$ cat src/rtl/lsmt_pkg.sv
// Shared types and constants of the LCD scan mode timer.
// Word layouts, the one-hot mode type, register indexes and line limits.
`timescale 1ns / 1ps

package lsmt_pkg;

  localparam int unsigned CFG_W  = 16;
  localparam int unsigned TICK_W = 16;
  localparam int unsigned LINE_W = 8;

  localparam logic [LINE_W-1:0] VISIBLE_LINES = 8'd144;
  localparam logic [LINE_W-1:0] TOTAL_LINES   = 8'd154;
  localparam logic [TICK_W-1:0] TICK_MAX      = 16'hFFFF;

  // register indexes on the configuration port
  localparam logic [1:0] CFG_HBLANK_LEN = 2'd0;
  localparam logic [1:0] CFG_VBLANK_LEN = 2'd1;
  localparam logic [1:0] CFG_OAM_LEN    = 2'd2;
  localparam logic [1:0] CFG_XFER_LEN   = 2'd3;

  // mode codes as seen on the result word
  localparam logic [1:0] MODE_CODE_HBLANK = 2'd0;
  localparam logic [1:0] MODE_CODE_VBLANK = 2'd1;
  localparam logic [1:0] MODE_CODE_OAM    = 2'd2;
  localparam logic [1:0] MODE_CODE_XFER   = 2'd3;

  typedef enum logic [3:0] {
    MODE_HBLANK = 4'b0001,
    MODE_VBLANK = 4'b0010,
    MODE_OAM    = 4'b0100,
    MODE_XFER   = 4'b1000
  } mode_t;

  typedef struct packed {
    logic [CFG_W-1:0] hblank_length;
    logic [CFG_W-1:0] vblank_line_length;
    logic [CFG_W-1:0] oam_scan_length;
    logic [CFG_W-1:0] transfer_length;
  } lsmt_cfg_t;

  typedef struct packed {
    logic [TICK_W-1:0] tick_count;
    logic [LINE_W-1:0] scan_line;
    mode_t             scan_mode;
    logic              match_flag;
  } lsmt_state_t;

  typedef struct packed {
    logic              display_on;
    logic [LINE_W-1:0] line_compare;
    logic              hblank_irq_en;
    logic              vblank_irq_en;
    logic              oam_irq_en;
    logic              match_irq_en;
  } lsmt_in_t;

  typedef struct packed {
    logic [1:0]        mode_now;
    logic [LINE_W-1:0] line_now;
    logic              coincidence;
    logic              status_irq;
    logic              frame_irq;
    logic              line_strobe;
    logic              frame_strobe;
  } lsmt_out_t;

  function automatic logic [1:0] mode_code(mode_t m);
    logic [1:0] c;
    case (m)
      MODE_HBLANK: c = MODE_CODE_HBLANK;
      MODE_VBLANK: c = MODE_CODE_VBLANK;
      MODE_OAM:    c = MODE_CODE_OAM;
      MODE_XFER:   c = MODE_CODE_XFER;
      default:     c = MODE_CODE_HBLANK;
    endcase
    return c;
  endfunction

endpackage

$ cat src/rtl/lsmt_channels.sv
// Valid/ready channel interfaces for the input and result words.
// Depends on lsmt_pkg for the payload structs.
`timescale 1ns / 1ps

interface lsmt_in_if import lsmt_pkg::*; ();
  logic     valid;
  logic     ready;
  lsmt_in_t data;

  modport source (output valid, output data, input ready);
  modport sink   (input valid, input data, output ready);
endinterface

interface lsmt_out_if import lsmt_pkg::*; ();
  logic      valid;
  logic      ready;
  lsmt_out_t data;

  modport source (output valid, output data, input ready);
  modport sink   (input valid, input data, output ready);
endinterface

$ cat src/rtl/lsmt_cfg.sv
// Mode length registers, written through the plain configuration port.
// Depends on lsmt_pkg.
`timescale 1ns / 1ps

module lsmt_cfg import lsmt_pkg::*; (
  input  logic             clk,
  input  logic             rst_n,
  input  logic             cfg_we,
  input  logic [1:0]       cfg_index,
  input  logic [CFG_W-1:0] cfg_wdata,
  output lsmt_cfg_t        cfg
);

  lsmt_cfg_t cfg_r;
  lsmt_cfg_t cfg_nxt;

  always_comb begin
    cfg_nxt = cfg_r;
    if (cfg_we) begin
      case (cfg_index)
        CFG_HBLANK_LEN: cfg_nxt.hblank_length      = cfg_wdata;
        CFG_VBLANK_LEN: cfg_nxt.vblank_line_length = cfg_wdata;
        CFG_OAM_LEN:    cfg_nxt.oam_scan_length    = cfg_wdata;
        CFG_XFER_LEN:   cfg_nxt.transfer_length    = cfg_wdata;
        default:        cfg_nxt = cfg_r;
      endcase
    end
  end

  always_ff @(posedge clk) begin
    if (!rst_n) begin
      cfg_r.hblank_length      <= 16'd204;
      cfg_r.vblank_line_length <= 16'd456;
      cfg_r.oam_scan_length    <= 16'd80;
      cfg_r.transfer_length    <= 16'd172;
    end else begin
      cfg_r <= cfg_nxt;
    end
  end

  assign cfg = cfg_r;

endmodule

$ cat src/rtl/lsmt_core.sv
// One tick of the mode and line timing: next state and the result word.
// Pure combinational step; depends on lsmt_pkg.
`timescale 1ns / 1ps

module lsmt_core import lsmt_pkg::*; (
  input  lsmt_state_t state,
  input  lsmt_in_t    word,
  input  lsmt_cfg_t   cfg,
  output lsmt_state_t state_nxt,
  output lsmt_out_t   result
);

  logic [TICK_W-1:0] tick_inc;
  logic [CFG_W-1:0]  len;
  logic              done;
  logic [LINE_W-1:0] line_inc;
  logic [LINE_W-1:0] line_new;
  mode_t             mode_new;
  logic              stat;
  logic              frame;
  logic              lstb;
  logic              fstb;
  logic              match;

  // saturate the tick counter
  assign tick_inc = (state.tick_count == TICK_MAX) ? state.tick_count
                                                   : state.tick_count + 1'b1;
  assign line_inc = state.scan_line + 1'b1;

  always_comb begin
    case (state.scan_mode)
      MODE_HBLANK: len = cfg.hblank_length;
      MODE_VBLANK: len = cfg.vblank_line_length;
      MODE_OAM:    len = cfg.oam_scan_length;
      default:     len = cfg.transfer_length;
    endcase
  end

  assign done = (tick_inc >= len);

  always_comb begin
    line_new = state.scan_line;
    mode_new = state.scan_mode;
    stat     = 1'b0;
    frame    = 1'b0;
    lstb     = 1'b0;
    fstb     = 1'b0;
    case (state.scan_mode)
      MODE_HBLANK: begin
        if (done) begin
          line_new = line_inc;
          if (line_inc == VISIBLE_LINES) begin
            mode_new = MODE_VBLANK;
            fstb     = 1'b1;
            frame    = 1'b1;
            stat     = word.vblank_irq_en;
          end else begin
            mode_new = MODE_OAM;
          end
        end
      end
      MODE_VBLANK: begin
        if (done) begin
          if (line_inc >= TOTAL_LINES) begin
            line_new = '0;
            mode_new = MODE_OAM;
            stat     = word.oam_irq_en;
          end else begin
            line_new = line_inc;
          end
        end
      end
      MODE_OAM: begin
        if (done) mode_new = MODE_XFER;
      end
      default: begin
        if (done) begin
          mode_new = MODE_HBLANK;
          lstb     = 1'b1;
          stat     = word.hblank_irq_en;
        end
      end
    endcase
  end

  assign match = (line_new == word.line_compare);

  always_comb begin
    if (!word.display_on) begin
      // hold line zero in vblank, keep the match flag
      state_nxt.tick_count = '0;
      state_nxt.scan_line  = '0;
      state_nxt.scan_mode  = MODE_VBLANK;
      state_nxt.match_flag = state.match_flag;
      result.status_irq    = 1'b0;
      result.frame_irq     = 1'b0;
      result.line_strobe   = 1'b0;
      result.frame_strobe  = 1'b0;
    end else begin
      state_nxt.tick_count = done ? '0 : tick_inc;
      state_nxt.scan_line  = line_new;
      state_nxt.scan_mode  = mode_new;
      state_nxt.match_flag = match;
      result.status_irq    = stat | (match & word.match_irq_en);
      result.frame_irq     = frame;
      result.line_strobe   = lstb;
      result.frame_strobe  = fstb;
    end
    result.mode_now    = mode_code(state_nxt.scan_mode);
    result.line_now    = state_nxt.scan_line;
    result.coincidence = state_nxt.match_flag;
  end

endmodule

$ cat src/rtl/lcd_scan_mode_timer.sv
// LCD scan mode timer: mode, line and interrupt timing, one word per tick.
// Accepted words pass the input register, then their results the result register.
// Throughput: one word per cycle unless the result stalls; lsmt_core is combinational.
// Reset (rst_n low, synchronous): both stages empty, hblank at line zero,
// tick count and match flag cleared, mode lengths 204/456/80/172.
`timescale 1ns / 1ps

module lcd_scan_mode_timer import lsmt_pkg::*; (
  input  logic             clk,
  input  logic             rst_n,
  lsmt_in_if.sink          in_ch,
  lsmt_out_if.source       out_ch,
  input  logic             cfg_we,
  input  logic [1:0]       cfg_index,
  input  logic [CFG_W-1:0] cfg_wdata
);

  lsmt_cfg_t   cfg;
  lsmt_state_t state_r;
  lsmt_state_t state_nxt;
  lsmt_in_t    in_q_r;
  lsmt_out_t   out_q_r;
  lsmt_out_t   result;
  logic        in_valid_r;
  logic        in_valid_nxt;
  logic        out_valid_r;
  logic        out_valid_nxt;
  logic        advance;
  logic        take;

  lsmt_cfg u_cfg (
    .clk       (clk),
    .rst_n     (rst_n),
    .cfg_we    (cfg_we),
    .cfg_index (cfg_index),
    .cfg_wdata (cfg_wdata),
    .cfg       (cfg)
  );

  lsmt_core u_core (
    .state     (state_r),
    .word      (in_q_r),
    .cfg       (cfg),
    .state_nxt (state_nxt),
    .result    (result)
  );

  // advance the held word when the result register is free or draining
  assign advance      = in_valid_r && (!out_valid_r || out_ch.ready);
  assign in_ch.ready  = !in_valid_r || advance;
  assign take         = in_ch.valid && in_ch.ready;
  assign in_valid_nxt = take || (in_valid_r && !advance);
  assign out_valid_nxt = advance || (out_valid_r && !out_ch.ready);

  always_ff @(posedge clk) begin
    if (!rst_n) begin
      in_valid_r         <= 1'b0;
      out_valid_r        <= 1'b0;
      state_r.tick_count <= '0;
      state_r.scan_line  <= '0;
      state_r.scan_mode  <= MODE_HBLANK;
      state_r.match_flag <= 1'b0;
    end else begin
      in_valid_r  <= in_valid_nxt;
      out_valid_r <= out_valid_nxt;
      if (advance) state_r <= state_nxt;
    end
  end

  always_ff @(posedge clk) begin
    if (take)    in_q_r  <= in_ch.data;
    if (advance) out_q_r <= result;
  end

  assign out_ch.valid = out_valid_r;
  assign out_ch.data  = out_q_r;

  a_line_range: assert property (@(posedge clk) disable iff (!rst_n)
    state_r.scan_line < TOTAL_LINES)
    else $error("scan line beyond last line");

  a_display_off: assert property (@(posedge clk) disable iff (!rst_n)
    advance && !in_q_r.display_on |=>
      out_valid_r && out_q_r.mode_now == MODE_CODE_VBLANK && out_q_r.line_now == '0
      && !out_q_r.status_irq)
    else $error("display off did not park in vblank at line zero");

  a_frame_irq: assert property (@(posedge clk) disable iff (!rst_n)
    out_valid_r && out_q_r.frame_irq |->
      out_q_r.frame_strobe && out_q_r.mode_now == MODE_CODE_VBLANK
      && out_q_r.line_now == VISIBLE_LINES)
    else $error("frame interrupt without entry to vblank");

  a_stall: assert property (@(posedge clk) disable iff (!rst_n)
    in_valid_r && out_valid_r && !out_ch.ready |=> $stable(state_r))
    else $error("state moved while result stalled");

endmodule
$ cat src/flat_wrapper.sv
// flat-port wrapper written by rule: the top's interface ports become plain ports
module lcd_scan_mode_timer_flat import lsmt_pkg::*;
  (clk, rst_n, cfg_we, cfg_index, cfg_wdata, in_ch_valid, in_ch_data, in_ch_ready, out_ch_valid, out_ch_data, out_ch_ready);
  lsmt_in_if in_ch_i ();
  lsmt_out_if out_ch_i ();
  input  logic clk;
  input  logic rst_n;
  input  logic cfg_we;
  input  logic [1:0] cfg_index;
  input  logic [CFG_W-1:0] cfg_wdata;
  input wire logic [$bits(in_ch_i.valid)-1:0] in_ch_valid;
  input wire logic [$bits(in_ch_i.data)-1:0] in_ch_data;
  output wire logic [$bits(in_ch_i.ready)-1:0] in_ch_ready;
  output wire logic [$bits(out_ch_i.valid)-1:0] out_ch_valid;
  output wire logic [$bits(out_ch_i.data)-1:0] out_ch_data;
  input wire logic [$bits(out_ch_i.ready)-1:0] out_ch_ready;
  assign in_ch_i.valid = in_ch_valid;
  assign in_ch_i.data = in_ch_data;
  assign in_ch_ready = in_ch_i.ready;
  assign out_ch_valid = out_ch_i.valid;
  assign out_ch_data = out_ch_i.data;
  assign out_ch_i.ready = out_ch_ready;
  lcd_scan_mode_timer u_core (.clk(clk), .rst_n(rst_n), .in_ch(in_ch_i), .out_ch(out_ch_i), .cfg_we(cfg_we), .cfg_index(cfg_index), .cfg_wdata(cfg_wdata));
endmodule
$ cat config.mk
export PLATFORM = sky130hd
export DESIGN_NAME = lcd_scan_mode_timer_flat
export DESIGN_NICKNAME = d
export VERILOG_FILES = /design/src/rtl/lsmt_pkg.sv /design/src/rtl/lsmt_channels.sv /design/src/rtl/lsmt_cfg.sv /design/src/rtl/lsmt_core.sv /design/src/rtl/lcd_scan_mode_timer.sv /design/src/flat_wrapper.sv
export SDC_FILE = /design/constraint.sdc
export NUM_CORES = 1
export LEC_CHECK = 0
export ABC_AREA = 0
export BUFFER_PORTS_ARGS = -buffer_cell sky130_fd_sc_hd__clkbuf_2
export CAP_MARGIN = 5
export CELL_PAD_IN_SITES_DETAIL_PLACEMENT = 0
export CELL_PAD_IN_SITES_GLOBAL_PLACEMENT = 1
export CORE_MARGIN = 8
export CORE_UTILIZATION = 25
export DETAILED_ROUTE_END_ITERATION = 10
export GPL_ROUTABILITY_DRIVEN = 0
export PLACE_DENSITY_LB_ADDON = 0.1
export SLEW_MARGIN = 20
export SYNTH_ARGS = -nofsm -noshare
export SYNTH_HDL_FRONTEND = slang
export SYNTH_HIERARCHICAL = 1
export SYNTH_SLANG_ARGS = --single-unit
$ cat constraint.sdc
create_clock -name clk -period 7.8 [get_ports clk]
set_input_delay 1.17 -clock clk [delete_from_list [all_inputs] [get_ports clk]]
set_output_delay 1.17 -clock clk [all_outputs]
set_load 0.01 [all_outputs]
==> impl_metrics.yaml, run 1 <==
drt:
  wire_per_inst_um: 16.8
  post_drt_via_cell_ratio: 4.70
  firstDrtPassIters: 5
  wirelength_um: 19000
  vias: 5322
  antenna_left: 0
  drc: 0
  dr.first_iter.drc_count: 296
final_layout:
  final_nets: 835
  diodes: 0
  syn_to_final_growth_pct: 13.9
  drive_above_1_share_pct: 14.9
  final_util_pct: 29.0
  final_common_cell: "nand2_1"
  final_cell_mix: "nand2_1 (173), dfxtp_1 (95), mux2i_1 (90), clkbuf_2 (51), o21ai_0 (43)"
logic_synthesis:
  synth-edff-count: 28
  syn_inst: 760
  yosys-top-cells-area: "dfxtp_1 (28%), mux2i_1 (13%), edfxtp_1 (12%)"
  yosysWarnings: 6
  synth_seq_cells: 123
  syn-num-nets: 816
  synth_area_sq_um: 6870
  netlist-cell-type-count: 78
  syn_area_per_cell_sq_um: 9.04
  postSynth.asyncResetShare_pct: 0
  synth_largest_area_cell: "dfxtp_1"
  yosys.area.top_type_share_pct: 27.7
  synth.yosys.seq_area_share_pct: 39.9
  ys.flop_type: "dfxtp_1"
setup_path:
  end_kind: "flop"
  crit_path_start_kind: "flop"
  critPathSlowestCell: "a21oi_2"
  crit_path_max_incr_delay_ns: 0.62
  required_ns: 7.96
  crit_fanout: 18
  worstSetupPathType: "flop to flop"
  crit_path_cell_trace: "and4_1 -> and3_1 -> nor2b_1 -> nand3_1 -> and2_1 -> xor2_1 -> ha_1 -> a211oi_1 -> o21ai_0 -> a41oi_1 -> o21ai_0 -> a21oi_2 -> nor2_1 -> a2111oi_0 -> mux2_2 -> nor2_1"
  crit_arrival_ns: 5.13
die:
  die_w_um: 182
  ios: 53
  core_sq_um: 27000
  fp.dieH_um: 182
  start_util_pct: 25.5
  rows: 60
  die-area_sq_um: 33000
clock_network:
  cts.htree.levels: 4
  cts_sinks: 123
  clk_latency_ns: 0.42
  cts_tree: "built"
  cts.path.max_buffers: 2
  ctsHoldBuffers: 0
  cts_resized: 0
  path_clk_slew_ns: 0.06
  clockRootBuffer: "clkbuf_16"
  post-cts-setup-buffer-count: 0
  cts_buffers: 17
sta:
  finClkSkew_ns: 0.0137
  final-hold-violation-count: 0
  fin_crit_sh_pct: 63.7
  fin_crit_ns: 4.97
  rsz0062_at_grt: "no"
  finalSetupViolCount: 0
  fin_tns_setup_ns: 0
  drv_slew: 0
  relSlewSlack_pct: 36.5
  tightest_slew_ns: 0.953
  clock.fmax_mhz: 201
global_route:
  overflow: 0
  antenna_found_initial: 0
  grt_max_degree: 92
  grt_use_total_pct: 11.7
  grt_pass1_wl_um: 30600
  grt_pass1_vias: 5438
worst_hold_path:
  hold_path.class: "flop to flop"
placement:
  io_buffers: 52
  dp.final_hpwl_um: 13300
outcome:
  status: "complete, no violations"
power_and_ir_drop:
  total_power_uw: 1620
  powerDensity_nw_per_um2: 207
  vdd_drop_max_uv: 111
  power.leakage_uw: 0.00320
job:
  cap_violations: 0
[area by class of cell]
cell class	instances	area (sq um)
fill	2826	19100
multi-input combinational	560	3690
sequential	123	2740
clock buffer	21	472
tap	341	427
timing repair buffer	59	315
clock inverter	11	109
inverter	18	67.6
[worst max-delay path, delay by kind of cell, from the launching register on]
kind / cells / cell delay (ns)
compound gates: 6 / 2.10
simple gates: 7 / 1.54
xor+xnor: 1 / 0.18
mux: 1 / 0.26
fa+ha+maj: 1 / 0.24
flops: 1 / 0.41
[registers in the layout, summed over array words and instances (netlist names)]
signal / cells
u_core/state_r: 29
u_core/in_q_r: 13
u_core/in_valid_r: 1
u_core/out_ch.data: 15
u_core/u_cfg/cfg: 64
u_core/out_ch.valid: 1
[final timing paths]
path                        start                      to  slack (ns)  cells after the start
min reg2reg  u_core/u_cfg/cfg[19]    u_core/u_cfg/cfg[19]        0.46                      2
max reg2reg    u_core/state_r[21]  u_core/out_ch.data[14]        2.83                     16
max            u_core/state_r[21]  u_core/out_ch.data[14]        2.83                     16
min          u_core/u_cfg/cfg[19]    u_core/u_cfg/cfg[19]        0.46                      2
[metal layers]
layer / vias to the layer above / share of wire (%) / global-route usage (%)
met2: 83 / 44 / 18.4
met5: - / 0 / 0
met1: 2538 / 52 / 15.7
met4: 0 / 0.87 / 3.35
li1: 2689 / - / -
met3: 12 / 3.2 / 2.65
[stage by stage]
stage | cells | setup slack, ns | cell area (sq um) | hold WS (ns)
3_5_place_dp | 1101 | 2.92 | 7240 | 0.450
6_report | 1133 | 2.83 | 7830 | 0.456
2_1_floorplan | 760 | 3.70 | 6870 | 0.431
5_1_grt | 1133 | 2.35 | 7830 | 0.472
3_3_place_gp | 1101 | 3.06 | 7240 | 0.443
4_1_cts | 1133 | 2.89 | 7830 | 0.458
[synth_stat cells, types with 9 or more instances]
master,count
dfxtp_1,95
ha_1,20
buf_2,12
xnor2_1,9
nor2b_1,31
o21ai_0,43
a21oi_1,23
edfxtp_1,28
a22oi_1,15
mux2i_1,90
and3_1,12
inv_1,15
nand2_1,173
nor2_1,24
clkbuf_1,22
buf_4,16
[cell families (layout without fill, tap and decap cells)]
family	after synthesis	after routing	synth area share, %
adders and majority gates	20	20	3.64
and+or+nand+nor	298	298	21.5
xor gates and xnor gates	18	18	2.40
AOI/OAI and AO/OA	131	131	12.5
DFF	123	123	39.9
buffers and inverters	77	109	6.47
muxes	93	93	13.6
[power by group]
part,switching (uW),internal [uW]
combinational,96.2,56.2
sequential,12.8,672
clock,313,470
Power figures use the tool's default switching activity.
==> run 2: changes to the inputs <==
Clock period 7.8 ns to 4.3 ns, I/O delays scaled along.
==> run 2 against run 1 <==
  * Largest power group unchanged
  * First-iteration DRC count down 21%
  * Critical path depth up 1
  * Flip-flop and latch count unchanged
  * Via count up 2.2%
  * Clock-buffer cell count down 2
  * Core utilization up 1.3 points
  * Worst hold slack worse by 0.064 ns
  * Worst setup slack worse by 2.6 ns
  * Global-route usage down 0.070 points
  * Cell area up 4.5%
  * Wire length down 0.90%
  * Fmax up 22%
==> impl_metrics.yaml, run 2 (synthesis results as in run 1) <==
outcome:
  status: "complete, no violations"
sta:
  tightest_slew_ns: 0.919
  finClkSkew_ns: 0.0214
  relSlewSlack_pct: 38.7
  fin_crit_sh_pct: 94.7
  worst_hold_slack_ns: 0.392
  finalSetupViolCount: 0
  final-hold-violation-count: 0
  clock.fmax_mhz: 246
  drv_slew: 0
  fin_tns_setup_ns: 0
  fin_crit_ns: 4.07
final_layout:
  final_cells: 1166
  final_cell_mix: "nand2_1 (173), dfxtp_1 (94), mux2i_1 (90), clkbuf_2 (51), o21ai_0 (39)"
  fin_area_sq_um: 8180
  final_nets: 868
  diodes: 0
  largest_register_ffs: 64
  drive_above_1_share_pct: 20.0
  final_common_cell: "nand2_1"
  syn_to_final_growth_pct: 19.1
drt:
  wirelength_um: 18800
  vias: 5441
  dr.first_iter.drc_count: 233
  antenna_left: 0
  post_drt_via_cell_ratio: 4.67
  drc: 0
  firstDrtPassIters: 4
  wire_per_inst_um: 16.2
power_and_ir_drop:
  powerDensity_nw_per_um2: 364
  vdd_drop_max_uv: 173
  clkPwrFrac_pct: 48.5
  internal_power_uw: 2190
  comb_power_share_pct: 9.9
  seq_power_share_pct: 41.6
  power.leakage_uw: 0.00341
  power_switching_uw: 783
  swShare_pct: 26.3
placement:
  io_buffers: 52
  dp.final_hpwl_um: 13400
  numPlacedInstances: 1133
  place_area_sq_um: 7510
global_route:
  grt_pass1_wl_um: 30300
  antenna_found_initial: 0
  grt_pass1_vias: 5571
  overflow: 0
  grt_max_degree: 96
  grt_use_total_pct: 11.6
clock_network:
  clockRootBuffer: "clkbuf_16"
  cts.htree.levels: 4
  clk_latency_ns: 0.43
  path_clk_slew_ns: 0.06
  cts_sinks: 123
  cts_tree: "built"
  cts_buffers: 17
  cts.path.max_buffers: 2
  ctsHoldBuffers: 0
job:
  cap_violations: 0
setup_path:
  crit_path_max_incr_delay_ns: 0.53
  critPathSlowestCell: "or4_1"
  crit_path_cell_trace: "buf_4 -> or3_1 -> buf_12 -> o21ai_0 -> ha_1 -> nor2_1 -> nor2_1 -> a41oi_2 -> buf_4 -> o21a_4 -> or4_1 -> o21ai_2 -> xnor2_1 -> o211ai_2 -> o2bb2ai_2 -> nand2_1 -> mux2i_1"
  path_buf_inv: 3
  path_delay_family: "simple AND/OR/NAND/NOR gates"
  cp_num_cells: 17
  r2r_cells: 17
  required_ns: 4.66
  worstSetupPathType: "flop to flop"
  crit_fanout: 31
  crit_arrival_ns: 4.43
  end_kind: "flop"
  crit_path_start_kind: "flop"
die:
  start_util_pct: 25.5
  die-area_sq_um: 33000
  rows: 60
  ios: 53
  core_sq_um: 27000
  die_w_um: 182
  fp.dieH_um: 182
worst_hold_path:
  hold_path.class: "input pin to flop"
  hold_depth: 1
run 2: cell count changes in the layout (fill, tap and decap cells not counted), sizes merged:
| cell | before | now |
|---|---|---|
| inv | 22 | 24 |
| buf | 8 | 41 |
| clkbuf | 72 | 70 |
| clkinv | 3 | 4 |
| clkinvlp | 3 | 2 |
run 2: power groups by stage:
stage / clock network, uW / logic (uW) / registers (uW)
2_1_floorplan: 0 / 198 / 1260
4_1_cts: 1490 / 296 / 1240
3_3_place_gp: 0 / 291 / 1270
5_1_grt: 1550 / 330 / 1240
6_report: 1440 / 295 / 1240
3_5_place_dp: 0 / 296 / 1270
run 2: area by class of cell:
type | count | area, sq um
clock inverter | 13 | 129
multi-input combinational | 560 | 3750
tap | 341 | 427
clock buffer | 19 | 464
sequential | 123 | 2740
timing repair buffer | 92 | 599
inverter | 18 | 67.6
fill | 2815 | 18800
run 2: final timing paths:
kind                            start                   to  slack (ns)
setup / recovery    u_core/state_r[4]    u_core/state_r[0]        0.23
hold / removal          in_ch_data[9]     u_core/in_q_r[9]        0.39
setup reg to reg    u_core/state_r[4]    u_core/state_r[0]        0.23
hold reg to reg   u_core/u_cfg/cfg[0]  u_core/u_cfg/cfg[0]        0.46
run 2: timing repair:
item,4_1_cts,5_1_grt
setup endpoints to repair,3,16
setup buffers,0,1
pin swaps,0,1
gates resized for setup,3,18
run 2: stage by stage:
step	worst slack, ns	power (uW)	util, %
finish	0.229	2980	30.4
global placement	-0.0277	1560	27.8
CTS	0.0660	3030	30.1
detailed placement	-0.107	1560	27.9
floorplan	0.196	1460	-
global route	-0.0492	3120	30.4
run 2: routing by layer:
| layer | vias up | global-route usage, % | wire, um |
|---|---|---|---|
| met5 | - | 0 | 0 |
| met2 | 85 | 19.2 | 8910 |
| met4 | 0 | 3.87 | 213 |
| met1 | 2575 | 14.8 | 9110 |
| met3 | 16 | 2.44 | 609 |
| li1 | 2765 | - | - |
